--- src/hw/rtl/cassette_pulse_bit_fifo_unit_macros.svh ---
// Assertion helpers for the RTL files; cpbf_back includes them.
// Each macro expects clk and rst_n in scope.
`ifndef CASSETTE_PULSE_BIT_FIFO_UNIT_MACROS_SVH
`define CASSETTE_PULSE_BIT_FIFO_UNIT_MACROS_SVH

// Same-cycle implication.
`define CPBF_ASSERT(lbl, ante, cons, msg) \
  lbl: assert property (@(posedge clk) disable iff (!rst_n) (ante) |-> (cons)) \
    else $error(msg);

// Next-cycle implication.
`define CPBF_ASSERT_NXT(lbl, ante, cons, msg) \
  lbl: assert property (@(posedge clk) disable iff (!rst_n) (ante) |=> (cons)) \
    else $error(msg);

`endif

--- src/hw/rtl/cpbf_pkg.sv ---
`default_nettype none

package cpbf_pkg;

  localparam int SMP_W       = 12;
  localparam int FRAC_W      = 8;
  localparam int FIX_W       = SMP_W + FRAC_W;
  // 99 * level + deviation stays below 100 * 2^20
  localparam int NUM_W       = 27;
  localparam int BYTE_W      = 8;
  localparam int BIT_CNT_W   = $clog2(BYTE_W + 1);

  localparam int WIN_DEPTH   = 8;
  localparam int WIN_IDX_W   = $clog2(WIN_DEPTH);
  localparam int RING_DEPTH  = 256;
  localparam int RING_IDX_W  = $clog2(RING_DEPTH);
  localparam int QUEUE_DEPTH = 2;
  localparam int QUEUE_IDX_W = $clog2(QUEUE_DEPTH);
  localparam int QUEUE_CNT_W = $clog2(QUEUE_DEPTH + 1);

  // floor(x * RECIP >> RECIP_SH) equals x / 100 or x / 10 for any NUM_W-bit x
  localparam int RECIP_SH    = 34;
  localparam int RECIP_W     = 31;
  localparam int PROD_W      = NUM_W + RECIP_W;

  localparam int CFG_IDX_W   = 1;
  localparam int CFG_DATA_W  = SMP_W;

  localparam logic [RECIP_W-1:0] AVG_RECIP   = 31'd171798692;
  localparam logic [RECIP_W-1:0] ENV_RECIP   = 31'd1717986919;
  localparam logic [NUM_W-1:0]   AVG_KEEP    = 27'd99;
  localparam logic [NUM_W-1:0]   ENV_GAIN    = 27'd9;
  localparam logic [SMP_W-1:0]   LVL_MIN_DEV = 12'd1;
  localparam logic [SMP_W-1:0]   ENV_MIN_DEV = 12'd10;
  localparam logic [SMP_W-1:0]   CENTER_RST  = 12'd2048;
  localparam logic [SMP_W-1:0]   FLOOR_RST   = 12'd32;

  localparam logic [CFG_IDX_W-1:0] REG_CENTER = 1'd0;
  localparam logic [CFG_IDX_W-1:0] REG_FLOOR  = 1'd1;

  typedef struct packed {
    logic             is_tick;
    logic [SMP_W-1:0] sample;
  } op_t;

  typedef struct packed {
    logic             pulse;
    logic             out_bit;
    logic             rising_edge;
    logic             dropped;
    logic [SMP_W-1:0] noise_level;
  } res_t;

  typedef struct packed {
    logic             start;
    logic             by_hundred;
    logic [NUM_W-1:0] numer;
  } div_req_t;

  typedef struct packed {
    logic             done;
    logic [FIX_W-1:0] quot;
  } div_rsp_t;

endpackage

`default_nettype wire

--- src/hw/rtl/cpbf_ifs.sv ---
`default_nettype none

interface cpbf_in_if;
  logic                       valid;
  logic                       ready;
  logic                       mode;
  logic [cpbf_pkg::SMP_W-1:0] sample;

  modport source (output valid, output mode, output sample, input ready);
  modport sink (input valid, input mode, input sample, output ready);
endinterface

interface cpbf_out_if;
  logic                       valid;
  logic                       ready;
  logic                       pulse;
  logic                       out_bit;
  logic                       rising_edge;
  logic                       dropped;
  logic [cpbf_pkg::SMP_W-1:0] noise_level;

  modport source (output valid, output pulse, output out_bit, output rising_edge,
                  output dropped, output noise_level, input ready);
  modport sink (input valid, input pulse, input out_bit, input rising_edge,
                input dropped, input noise_level, output ready);
endinterface

`default_nettype wire

--- src/hw/rtl/cassette_pulse_bit_fifo_unit.sv ---
// Flow: a sample beat is dequeued, scanned over the WIN_DEPTH window entries and decided, then
// runs the level and envelope updates (each waits on the divider only if it needs a divide),
// finish and the result register. A tick loads the result directly or after a ring refill.
// The sequencer holds one beat at a time and takes the next only once the result register is
// free. Input queue holds 2 beats.
// Reset: synchronous, rst_n low; clears pointers, window, counters and loads the register
// reset values. Ring contents are not cleared.
`default_nettype none

module cassette_pulse_bit_fifo_unit (
  input  logic                             clk,
  input  logic                             rst_n,
  cpbf_in_if.sink                          in_ch,
  cpbf_out_if.source                       out_ch,
  input  logic                             cfg_we,
  input  logic [cpbf_pkg::CFG_IDX_W-1:0]   cfg_index,
  input  logic [cpbf_pkg::CFG_DATA_W-1:0]  cfg_wdata
);
  import cpbf_pkg::*;

  // Front to back: queued beats, classified as sample or tick.
  op_t      q_item;
  logic     q_valid;
  logic     q_ready;

  // Back to the shared divider: one request, one done pulse.
  div_req_t div_req;
  div_rsp_t div_rsp;

  // Accept and hold beats so the back end can stall on the result side.
  cpbf_front u_front (
    .clk     (clk),
    .rst_n   (rst_n),
    .in_ch   (in_ch),
    .q_item  (q_item),
    .q_valid (q_valid),
    .q_ready (q_ready)
  );

  // Divide by 100 or 10 for the level and envelope updates: a reciprocal
  // multiply; the numerator is latched and the product registered with done.
  cpbf_divider u_div (
    .clk   (clk),
    .rst_n (rst_n),
    .req   (div_req),
    .rsp   (div_rsp)
  );

  // Window scan, pulse decision, level tracking, byte ring, playback and result register.
  cpbf_back u_back (
    .clk       (clk),
    .rst_n     (rst_n),
    .q_item    (q_item),
    .q_valid   (q_valid),
    .q_ready   (q_ready),
    .div_req   (div_req),
    .div_rsp   (div_rsp),
    .cfg_we    (cfg_we),
    .cfg_index (cfg_index),
    .cfg_wdata (cfg_wdata),
    .out_ch    (out_ch)
  );

endmodule

`default_nettype wire

--- src/hw/rtl/cpbf_front.sv ---
`default_nettype none

module cpbf_front (
  input  logic           clk,
  input  logic           rst_n,
  cpbf_in_if.sink        in_ch,
  output cpbf_pkg::op_t  q_item,
  output logic           q_valid,
  input  logic           q_ready
);
  import cpbf_pkg::*;

  op_t                    q_mem [QUEUE_DEPTH];
  logic [QUEUE_IDX_W-1:0] wr_ptr_r;
  logic [QUEUE_IDX_W-1:0] rd_ptr_r;
  logic [QUEUE_CNT_W-1:0] count_r;
  logic                   push;
  logic                   pop;
  op_t                    op_in;

  function automatic logic [QUEUE_IDX_W-1:0] q_next(input logic [QUEUE_IDX_W-1:0] p);
    q_next = (p == QUEUE_IDX_W'(QUEUE_DEPTH - 1)) ? '0 : p + 1'b1;
  endfunction

  // classify: tick beats carry no sample
  always_comb begin
    op_in.is_tick = in_ch.mode;
    op_in.sample  = in_ch.mode ? '0 : in_ch.sample;
  end

  assign in_ch.ready = (count_r != QUEUE_CNT_W'(QUEUE_DEPTH));
  assign push        = in_ch.valid && in_ch.ready;
  assign q_valid     = (count_r != '0);
  assign pop         = q_valid && q_ready;
  assign q_item      = q_mem[rd_ptr_r];

  always_ff @(posedge clk) begin
    if (push) begin
      q_mem[wr_ptr_r] <= op_in;
    end
  end

  always_ff @(posedge clk) begin
    if (!rst_n) begin
      wr_ptr_r <= '0;
      rd_ptr_r <= '0;
      count_r  <= '0;
    end else begin
      if (push) begin
        wr_ptr_r <= q_next(wr_ptr_r);
      end
      if (pop) begin
        rd_ptr_r <= q_next(rd_ptr_r);
      end
      if (push && !pop) begin
        count_r <= count_r + 1'b1;
      end else if (pop && !push) begin
        count_r <= count_r - 1'b1;
      end
    end
  end

endmodule

`default_nettype wire

--- src/hw/rtl/cpbf_divider.sv ---
`default_nettype none

module cpbf_divider (
  input  logic               clk,
  input  logic               rst_n,
  input  cpbf_pkg::div_req_t req,
  output cpbf_pkg::div_rsp_t rsp
);
  import cpbf_pkg::*;

  logic                armed_r;
  logic                done_r;
  logic                by_hundred_r;
  logic [NUM_W-1:0]    numer_r;
  logic [RECIP_W-1:0]  recip;
  logic [PROD_W-1:0]   prod_r;

  // divide by a constant as a multiply by its scaled reciprocal: latch the
  // numerator, multiply on the next cycle, keep the high bits
  assign recip = by_hundred_r ? AVG_RECIP : ENV_RECIP;

  always_ff @(posedge clk) begin
    if (req.start) begin
      numer_r      <= req.numer;
      by_hundred_r <= req.by_hundred;
    end
    if (armed_r) begin
      prod_r <= PROD_W'(numer_r) * PROD_W'(recip);
    end
  end

  always_ff @(posedge clk) begin
    if (!rst_n) begin
      armed_r <= 1'b0;
      done_r  <= 1'b0;
    end else begin
      armed_r <= req.start;
      done_r  <= armed_r;
    end
  end

  assign rsp.done = done_r;
  assign rsp.quot = prod_r[RECIP_SH +: FIX_W];

endmodule

`default_nettype wire

--- src/hw/rtl/cpbf_back.sv ---
`default_nettype none

`include "cassette_pulse_bit_fifo_unit_macros.svh"

module cpbf_back (
  input  logic                               clk,
  input  logic                               rst_n,
  input  cpbf_pkg::op_t                      q_item,
  input  logic                               q_valid,
  output logic                               q_ready,
  output cpbf_pkg::div_req_t                 div_req,
  input  cpbf_pkg::div_rsp_t                 div_rsp,
  input  logic                               cfg_we,
  input  logic [cpbf_pkg::CFG_IDX_W-1:0]     cfg_index,
  input  logic [cpbf_pkg::CFG_DATA_W-1:0]    cfg_wdata,
  cpbf_out_if.source                         out_ch
);
  import cpbf_pkg::*;

  localparam logic [2:0] S_IDLE      = 3'd0;
  localparam logic [2:0] S_SCAN      = 3'd1;
  localparam logic [2:0] S_DECIDE    = 3'd2;
  localparam logic [2:0] S_AVG_WAIT  = 3'd3;
  localparam logic [2:0] S_ENV_START = 3'd4;
  localparam logic [2:0] S_ENV_WAIT  = 3'd5;
  localparam logic [2:0] S_FINISH    = 3'd6;
  localparam logic [2:0] S_TICK_LOAD = 3'd7;

  logic [2:0]            state_r, state_nxt;

  logic [SMP_W-1:0]      center_r;
  logic [SMP_W-1:0]      win_r [WIN_DEPTH];
  logic [WIN_IDX_W-1:0]  win_pos_r;
  logic [WIN_IDX_W-1:0]  scan_idx_r;
  logic [SMP_W-1:0]      max_r;
  logic [SMP_W-1:0]      min_r;
  logic [SMP_W-1:0]      dev_r;
  logic [FIX_W-1:0]      la_r;
  logic [FIX_W-1:0]      env_r;
  logic [SMP_W-1:0]      nf_r;
  logic                  pulse_r;
  logic                  drop_r;
  logic [BYTE_W-1:0]     pack_r;
  logic [BIT_CNT_W-1:0]  pack_cnt_r;
  logic [BYTE_W-1:0]     ring_mem [RING_DEPTH];
  logic [BYTE_W-1:0]     rd_data_r;
  logic [RING_IDX_W-1:0] wp_r;
  logic [RING_IDX_W-1:0] rp_r;
  logic [BYTE_W-1:0]     play_r;
  logic [BIT_CNT_W-1:0]  play_cnt_r;
  logic                  last_bit_r;
  logic                  out_valid_r;
  res_t                  out_r;

  logic                  out_free;
  logic                  pop;
  logic                  pop_smp;
  logic                  pop_tick;
  logic                  play_need;
  logic                  ring_empty;
  logic                  tick_fetch;
  logic                  tick_now;
  logic                  tick_bit;
  logic                  load_bit;
  logic [SMP_W-1:0]      dev_c;
  logic [SMP_W-1:0]      win_rd;
  logic                  pulse_c;
  logic [BYTE_W-1:0]     pack_nxt;
  logic                  byte_done;
  logic                  ring_we;
  logic [RING_IDX_W-1:0] wp_next;
  logic [FIX_W-1:0]      cc;
  logic                  env_rise;
  logic [NUM_W-1:0]      avg_num;
  logic [NUM_W-1:0]      env_up_num;
  logic [NUM_W-1:0]      env_dn_num;
  logic [FIX_W:0]        lvl_sum;
  logic [SMP_W-1:0]      nf_new;
  logic                  out_load;
  res_t                  out_res;
  logic                  in_wait;

  function automatic logic [RING_IDX_W-1:0] ring_next(input logic [RING_IDX_W-1:0] p);
    ring_next = (p == RING_IDX_W'(RING_DEPTH - 1)) ? '0 : p + 1'b1;
  endfunction

  function automatic logic [WIN_IDX_W-1:0] win_next(input logic [WIN_IDX_W-1:0] p);
    win_next = (p == WIN_IDX_W'(WIN_DEPTH - 1)) ? '0 : p + 1'b1;
  endfunction

  // ---- handshake and classification of the popped beat
  assign out_free   = !out_valid_r || out_ch.ready;
  assign q_ready    = (state_r == S_IDLE) && out_free;
  assign pop        = q_valid && q_ready;
  assign pop_smp    = pop && !q_item.is_tick;
  assign pop_tick   = pop && q_item.is_tick;

  assign play_need  = (play_cnt_r >= BIT_CNT_W'(BYTE_W));
  assign ring_empty = (rp_r == wp_r);
  assign tick_fetch = pop_tick && play_need && !ring_empty;
  assign tick_now   = pop_tick && !tick_fetch;
  // empty ring on refill: repeat the previous bit
  assign tick_bit   = play_need ? last_bit_r : play_r[BYTE_W-1];
  assign load_bit   = rd_data_r[BYTE_W-1];

  assign dev_c = (q_item.sample >= center_r) ? (q_item.sample - center_r)
                                             : (center_r - q_item.sample);

  // ---- window scan and pulse decision
  assign win_rd  = win_r[scan_idx_r];
  assign pulse_c = ({1'b0, max_r} > ({1'b0, center_r} + {1'b0, nf_r})) &&
                   (({1'b0, min_r} + {1'b0, nf_r}) < {1'b0, center_r});

  assign pack_nxt  = {pack_r[BYTE_W-2:0], pulse_c};
  assign byte_done = (pack_cnt_r == BIT_CNT_W'(BYTE_W - 1));
  assign ring_we   = (state_r == S_DECIDE) && byte_done;
  assign wp_next   = ring_next(wp_r);

  // ---- level tracking
  assign cc         = {dev_r, {FRAC_W{1'b0}}};
  assign env_rise   = (cc > env_r);
  assign avg_num    = NUM_W'(la_r) * AVG_KEEP + NUM_W'(cc);
  assign env_up_num = NUM_W'(env_r) + NUM_W'(cc) * ENV_GAIN;
  assign env_dn_num = NUM_W'(env_r) * AVG_KEEP + NUM_W'(cc);
  assign lvl_sum    = {1'b0, la_r} + {1'b0, env_r};
  assign nf_new     = lvl_sum[FIX_W -: SMP_W];

  always_comb begin
    div_req.start      = 1'b0;
    div_req.by_hundred = 1'b1;
    div_req.numer      = avg_num;
    if (state_r == S_DECIDE) begin
      div_req.start = (dev_r > LVL_MIN_DEV);
    end else if (state_r == S_ENV_START) begin
      div_req.start      = env_rise || (dev_r > ENV_MIN_DEV);
      div_req.by_hundred = !env_rise;
      div_req.numer      = env_rise ? env_up_num : env_dn_num;
    end
  end

  // ---- sequencer
  always_comb begin
    state_nxt = state_r;
    unique case (state_r)
      S_IDLE: begin
        if (pop_smp) begin
          state_nxt = S_SCAN;
        end else if (tick_fetch) begin
          state_nxt = S_TICK_LOAD;
        end
      end
      S_SCAN: begin
        if (scan_idx_r == WIN_IDX_W'(WIN_DEPTH - 1)) begin
          state_nxt = S_DECIDE;
        end
      end
      S_DECIDE: begin
        state_nxt = div_req.start ? S_AVG_WAIT : S_ENV_START;
      end
      S_AVG_WAIT: begin
        if (div_rsp.done) begin
          state_nxt = S_ENV_START;
        end
      end
      S_ENV_START: begin
        state_nxt = div_req.start ? S_ENV_WAIT : S_FINISH;
      end
      S_ENV_WAIT: begin
        if (div_rsp.done) begin
          state_nxt = S_FINISH;
        end
      end
      S_FINISH: begin
        state_nxt = S_IDLE;
      end
      S_TICK_LOAD: begin
        state_nxt = S_IDLE;
      end
      default: begin
        state_nxt = S_IDLE;
      end
    endcase
  end

  // ---- result assembly
  always_comb begin
    out_res             = '0;
    out_res.noise_level = nf_r;
    out_load            = 1'b0;
    if (tick_now) begin
      out_load            = 1'b1;
      out_res.out_bit     = tick_bit;
      out_res.rising_edge = tick_bit && !last_bit_r;
    end else if (state_r == S_TICK_LOAD) begin
      out_load            = 1'b1;
      out_res.out_bit     = load_bit;
      out_res.rising_edge = load_bit && !last_bit_r;
    end else if (state_r == S_FINISH) begin
      out_load            = 1'b1;
      out_res.pulse       = pulse_r;
      out_res.dropped     = drop_r;
      out_res.noise_level = nf_new;
    end
  end

  // ---- byte ring
  always_ff @(posedge clk) begin
    if (ring_we) begin
      ring_mem[wp_r] <= pack_nxt;
    end
    if (tick_fetch) begin
      rd_data_r <= ring_mem[rp_r];
    end
  end

  // ---- scan working registers
  always_ff @(posedge clk) begin
    if (pop_smp) begin
      scan_idx_r <= '0;
      max_r      <= '0;
      min_r      <= '1;
      dev_r      <= dev_c;
    end else if (state_r == S_SCAN) begin
      scan_idx_r <= scan_idx_r + 1'b1;
      if (win_rd > max_r) begin
        max_r <= win_rd;
      end
      if (win_rd < min_r) begin
        min_r <= win_rd;
      end
    end
    if (state_r == S_DECIDE) begin
      pulse_r <= pulse_c;
    end
  end

  // ---- control and architectural state
  always_ff @(posedge clk) begin
    if (!rst_n) begin
      state_r     <= S_IDLE;
      center_r    <= CENTER_RST;
      for (int i = 0; i < WIN_DEPTH; i++) begin
        win_r[i] <= '0;
      end
      win_pos_r   <= '0;
      la_r        <= {FLOOR_RST, {FRAC_W{1'b0}}};
      env_r       <= {CENTER_RST, {FRAC_W{1'b0}}};
      nf_r        <= FLOOR_RST;
      drop_r      <= 1'b0;
      pack_r      <= '0;
      pack_cnt_r  <= '0;
      wp_r        <= '0;
      rp_r        <= '0;
      play_r      <= '0;
      play_cnt_r  <= '0;
      last_bit_r  <= 1'b0;
      out_valid_r <= 1'b0;
    end else begin
      state_r <= state_nxt;

      if (cfg_we) begin
        unique case (cfg_index)
          REG_CENTER: begin
            center_r <= cfg_wdata;
            env_r    <= {cfg_wdata, {FRAC_W{1'b0}}};
          end
          REG_FLOOR: begin
            la_r <= {cfg_wdata, {FRAC_W{1'b0}}};
            nf_r <= cfg_wdata;
          end
          default: begin
          end
        endcase
      end

      // sample beat: replace the oldest window entry
      if (pop_smp) begin
        win_r[win_pos_r] <= q_item.sample;
        win_pos_r        <= win_next(win_pos_r);
      end

      // pack the pulse bit; a full ring drops its oldest byte
      if (state_r == S_DECIDE) begin
        pack_r <= pack_nxt;
        drop_r <= byte_done && (wp_next == rp_r);
        if (byte_done) begin
          pack_cnt_r <= '0;
          wp_r       <= wp_next;
          if (wp_next == rp_r) begin
            rp_r <= ring_next(rp_r);
          end
        end else begin
          pack_cnt_r <= pack_cnt_r + 1'b1;
        end
      end

      if (state_r == S_AVG_WAIT && div_rsp.done) begin
        la_r <= div_rsp.quot;
      end
      if (state_r == S_ENV_WAIT && div_rsp.done) begin
        env_r <= div_rsp.quot;
      end
      if (state_r == S_FINISH) begin
        nf_r <= nf_new;
      end

      // playback
      if (tick_now && !play_need) begin
        play_r     <= {play_r[BYTE_W-2:0], 1'b0};
        play_cnt_r <= play_cnt_r + 1'b1;
      end
      if (tick_now) begin
        last_bit_r <= tick_bit;
      end
      if (tick_fetch) begin
        rp_r <= ring_next(rp_r);
      end
      if (state_r == S_TICK_LOAD) begin
        play_r     <= {rd_data_r[BYTE_W-2:0], 1'b0};
        play_cnt_r <= BIT_CNT_W'(1);
        last_bit_r <= load_bit;
      end

      if (out_load) begin
        out_valid_r <= 1'b1;
      end else if (out_ch.ready) begin
        out_valid_r <= 1'b0;
      end
    end
  end

  always_ff @(posedge clk) begin
    if (out_load) begin
      out_r <= out_res;
    end
  end

  assign out_ch.valid       = out_valid_r;
  assign out_ch.pulse       = out_r.pulse;
  assign out_ch.out_bit     = out_r.out_bit;
  assign out_ch.rising_edge = out_r.rising_edge;
  assign out_ch.dropped     = out_r.dropped;
  assign out_ch.noise_level = out_r.noise_level;

  assign in_wait = (state_r == S_AVG_WAIT) || (state_r == S_ENV_WAIT);

  `CPBF_ASSERT(a_busy_out_empty, state_r != S_IDLE, !out_valid_r, "result pending while busy")
  `CPBF_ASSERT(a_div_done_wait, div_rsp.done, in_wait, "divider done outside a wait state")
  `CPBF_ASSERT_NXT(a_write_not_empty, ring_we, wp_r != rp_r, "ring reads empty after a write")

endmodule

`default_nettype wire

--- src/flat_wrapper.sv ---
// flat-port wrapper written by rule: the top's interface ports become plain ports
module cassette_pulse_bit_fifo_unit_flat import cpbf_pkg::*;
  (clk, rst_n, cfg_we, cfg_index, cfg_wdata, in_ch_valid, in_ch_mode, in_ch_sample, in_ch_ready, out_ch_valid, out_ch_pulse, out_ch_out_bit, out_ch_rising_edge, out_ch_dropped, out_ch_noise_level, out_ch_ready);
  cpbf_in_if in_ch_i ();
  cpbf_out_if out_ch_i ();
  input  logic clk;
  input  logic rst_n;
  input  logic cfg_we;
  input  logic [cpbf_pkg::CFG_IDX_W-1:0] cfg_index;
  input  logic [cpbf_pkg::CFG_DATA_W-1:0] cfg_wdata;
  input wire logic [$bits(in_ch_i.valid)-1:0] in_ch_valid;
  input wire logic [$bits(in_ch_i.mode)-1:0] in_ch_mode;
  input wire logic [$bits(in_ch_i.sample)-1:0] in_ch_sample;
  output wire logic [$bits(in_ch_i.ready)-1:0] in_ch_ready;
  output wire logic [$bits(out_ch_i.valid)-1:0] out_ch_valid;
  output wire logic [$bits(out_ch_i.pulse)-1:0] out_ch_pulse;
  output wire logic [$bits(out_ch_i.out_bit)-1:0] out_ch_out_bit;
  output wire logic [$bits(out_ch_i.rising_edge)-1:0] out_ch_rising_edge;
  output wire logic [$bits(out_ch_i.dropped)-1:0] out_ch_dropped;
  output wire logic [$bits(out_ch_i.noise_level)-1:0] out_ch_noise_level;
  input wire logic [$bits(out_ch_i.ready)-1:0] out_ch_ready;
  assign in_ch_i.valid = in_ch_valid;
  assign in_ch_i.mode = in_ch_mode;
  assign in_ch_i.sample = in_ch_sample;
  assign in_ch_ready = in_ch_i.ready;
  assign out_ch_valid = out_ch_i.valid;
  assign out_ch_pulse = out_ch_i.pulse;
  assign out_ch_out_bit = out_ch_i.out_bit;
  assign out_ch_rising_edge = out_ch_i.rising_edge;
  assign out_ch_dropped = out_ch_i.dropped;
  assign out_ch_noise_level = out_ch_i.noise_level;
  assign out_ch_i.ready = out_ch_ready;
  cassette_pulse_bit_fifo_unit u_core (.clk(clk), .rst_n(rst_n), .in_ch(in_ch_i), .out_ch(out_ch_i), .cfg_we(cfg_we), .cfg_index(cfg_index), .cfg_wdata(cfg_wdata));
endmodule
--- config.mk ---
export PLATFORM = sky130hd
export DESIGN_NAME = cassette_pulse_bit_fifo_unit_flat
export DESIGN_NICKNAME = d
export VERILOG_FILES = /design/src/hw/rtl/cpbf_pkg.sv /design/src/hw/rtl/cpbf_ifs.sv /design/src/hw/rtl/cassette_pulse_bit_fifo_unit.sv /design/src/hw/rtl/cpbf_front.sv /design/src/hw/rtl/cpbf_divider.sv /design/src/hw/rtl/cpbf_back.sv /design/src/flat_wrapper.sv
export VERILOG_INCLUDE_DIRS = /design/src /design/src/hw/rtl
export SDC_FILE = /design/constraint.sdc
export NUM_CORES = 2
export LEC_CHECK = 0
export ABC_AREA = 1
export BUFFER_PORTS_ARGS = -buffer_cell sky130_fd_sc_hd__buf_2
export CAP_MARGIN = 15
export CORE_MARGIN = 2
export CORE_UTILIZATION = 40
export DETAILED_ROUTE_END_ITERATION = 7
export GPL_TIMING_DRIVEN = 1
export PLACE_DENSITY_LB_ADDON = 0.08
export SYNTH_ARGS = -nofsm -noshare
export SYNTH_HDL_FRONTEND = slang
export SYNTH_SLANG_ARGS = --single-unit
--- constraint.sdc ---
create_clock -name clk -period 15.8 [get_ports clk]
set_clock_uncertainty 0.15 [all_clocks]
set_input_delay 3.16 -clock clk [delete_from_list [all_inputs] [get_ports clk]]
set_output_delay 3.16 -clock clk [all_outputs]
set_load 0.1 [all_outputs]
==> flow_metrics.env <==
export IMPL_status="finished clean"
export IMPL_synth_distinct_cells=52
export IMPL_htreeDepth=5
export IMPL_core_um2=318000
export IMPL_startpoint_type="flop"
export IMPL_clock_latency_ns=0.92
export IMPL_antenna_found_initial=27
export IMPL_drt_initial_drc_count=8318
export IMPL_fmax_mhz=128
export IMPL_hp_class="flop to flop"
export IMPL_cts_root_buf="clkbuf_16"
export IMPL_slew_violations=0
export IMPL_ys_async_sr_fraction=0
export IMPL_cts_buffer_depth=4
export IMPL_grt_use_met1=0.371
export IMPL_use_met2=0.391
export IMPL_arrival_ns=8.25
export IMPL_path_cells="inv_1 -> nor2_1 -> ha_1 -> fa_1 -> inv_1 -> fa_1 -> fa_1 -> inv_1 -> fa_1 -> inv_1 -> fa_1 -> fa_1 -> inv_1 -> ha_1 -> a21oi_1 -> o21ai_0 -> a21oi_1 -> o21bai_1 -> a21oi_1 -> nand2_1 -> nand2_1 -> nand2_1"
export IMPL_placedCellCount=16100
export IMPL_num_nets_final=13400
export IMPL_cp_num_buf_inv=5
export IMPL_post_drt_wl_per_cell_um=25.0
export IMPL_cts_setup_buffers=0
export IMPL_top_usage_layer="met2"
export IMPL_area_growth_pct=10.1
export IMPL_synth_seq_cells=2403
export IMPL_cts_made_buffers=281
export IMPL_final_hold_violation_count=0
export IMPL_clkTransAtPathRegs_ns=0.07
export IMPL_start_util=0.402
export IMPL_io_buffer_count=48
export IMPL_final_cells=16600
export IMPL_worst_slew_pin_slew_ns=1.16
export IMPL_setup_ws_ns=7.98
export IMPL_clkSinkCount=2403
export IMPL_cap_violations=0
export IMPL_relSlewSlack=0.225
export IMPL_grt_pass1_vias=88300
export IMPL_place_gp_congestion=0.959
export IMPL_r2r_slack_ns=7.98
export IMPL_drc_errors=0
export IMPL_crit_path_max_fanout=7
export IMPL_grt_remaining_overflow=0
export IMPL_max_stage_delay_ns=0.79
export IMPL_synth_edff_count=2255
export IMPL_syn_area_per_cell_um2=10.4
export IMPL_firstDrtPassIters=8
export IMPL_slowest_stage="nor2_1"
export IMPL_drive_gt1_frac=0.0522
export IMPL_min_period_ns=7.82
export IMPL_finalSetupTns_ns=0
export IMPL_die_area_um2=324000
export IMPL_synthFlopType="edfxtp_1"
export IMPL_met3_usage=0.0411
export IMPL_rows=207
export IMPL_fill_cells=30300
export IMPL_seq_area_frac_synth=0.553
export IMPL_cts_tree="yes"
export IMPL_vias_per_cell=5.38
export IMPL_cts_hold_buf=0
export IMPL_die_y_um=569
export IMPL_ys_warnings_count=0
export IMPL_postLayoutCoreUtil=0.443
export IMPL_grt_setup_unrepaired="no"
export IMPL_antenna_left=0
export IMPL_criticalPathCategory="flop to flop"
export IMPL_pre_cts_ws_ns=8.17
export IMPL_finalCritPeriodShare=0.495
export IMPL_setup_viol=0
export IMPL_track_usage=0.253
export IMPL_syn_area_um2=128000
export IMPL_required_ns=16.24
export IMPL_routed_wl_um=416000
export IMPL_die_w_um=569
export IMPL_dpl_hpwl_um=280000
export IMPL_io_pins=49
export IMPL_cp_top_family="adder cells"
export IMPL_grt_max_degree=182
export IMPL_crit_top_cell="fa_1"
export IMPL_cts_resized=0
export IMPL_grt_pass1_wl_um=609000
export IMPL_cp_end_kind="flop"
export IMPL_syn_inst=12300
export IMPL_vias=89500
==> layout make-up <==
type                            count  area (µm²)  area share
Multi-Input combinational cell   8041       49700       0.353
Sequential cell                  2403       70700       0.502
Inverter                         1329        5020      0.0356
Timing Repair Buffer              181        1370     0.00971
Clock buffer                      344        7310      0.0519
Tap cell                         4180        5230      0.0371
Antenna cell                        5        12.5   0.0000888
Clock inverter                    163        1510      0.0107
==> logic make-up after synthesis <==
family	synth area share
other cells	0.0000587
fa+ha+maj	0.145
xor+xnor	0.00746
simple gates	0.143
compound gates	0.0910
buf+inv	0.0609
flops	0.553
mux	0.000157
==> metal layers <==
metal / vias up / wire length (µm)
li1: 41400 / -
met2: 2744 / 187000
met4: 8 / 10600
met5: - / 44
met1: 44900 / 191000
met3: 501 / 28200
==> through the flow <==
| step | hold slack (ns) | cell area, µm² |
|---|---|---|
| 2_1_floorplan | 0.275 | 128000 |
| 3_3_place_gp | 0.281 | 132000 |
| 3_5_place_dp | 0.287 | 132000 |
| 4_1_cts | 0.295 | 141000 |
| 5_1_grt | 0.311 | 141000 |
| 6_report | 0.299 | 141000 |
==> final timing paths <==
check	from	endpoint	cells past startpoint
max	u_core.u_div.numer_r[12]	u_core.u_div.prod_r[52]	22
min	u_core.u_div.armed_r	u_core.u_div.done_r	2
max reg2reg	u_core.u_div.numer_r[12]	u_core.u_div.prod_r[52]	22
min reg2reg	u_core.u_div.armed_r	u_core.u_div.done_r	2
==> worst min-delay path, cell delays in order, from the launching register on <==
cell	delay, ns
dfxtp_1	0.31
nand2_1	0.06
inv_1	0.03
==> cell usage after synthesis, types with 184 or more instances <==
master | number | area [µm²]
nand2_1 | 1604 | 6020
a21oi_1 | 423 | 2120
clkbuf_1 | 257 | 965
fa_1 | 560 | 11200
o21ai_0 | 1090 | 5460
inv_1 | 1309 | 4910
nand3_1 | 522 | 2610
nor2_1 | 2350 | 8820
ha_1 | 584 | 7310
o211ai_1 | 244 | 1830
o21ai_1 | 184 | 921
edfxtp_1 | 2255 | 67700
==> sequential cells by signal (all words and copies together), names as in the netlist, 20 cells and up, named ones only <==
signal / flops
u_core.u_front.q_mem: 26
u_core.u_back.ring_mem: 2048
u_core.u_back.la_r: 20
u_core.u_back.env_r: 20
u_core.u_back.win_r: 96
u_core.u_div.numer_r: 27
u_core.u_div.prod_r: 20
==> layout by cell type, fill, tap and decap left out, drive strengths merged, types with 7 or more instances in the layout <==
cell	instances
nor2	2354
edfxtp	2255
nand2	1606
inv	1336
o21ai	1274
ha	584
fa	560
nand3	523
a21oi	423
clkbuf	344
o211ai	244
buf	181
dfxtp	148
clkinv	136
xor2	77
o22ai	71
nand4	48
conb	47
nor3	35
xnor2	32
or2	24
a31oi	20
a311oi	16
bufinv	16
o21a	15
o21bai	15
a21o	15
a211oi	11
nor4	10
a21boi	7
Power is left out: the tool's default activity adds up to more than one toggle a clock period on the data nets, which glitch-free logic cannot reach.
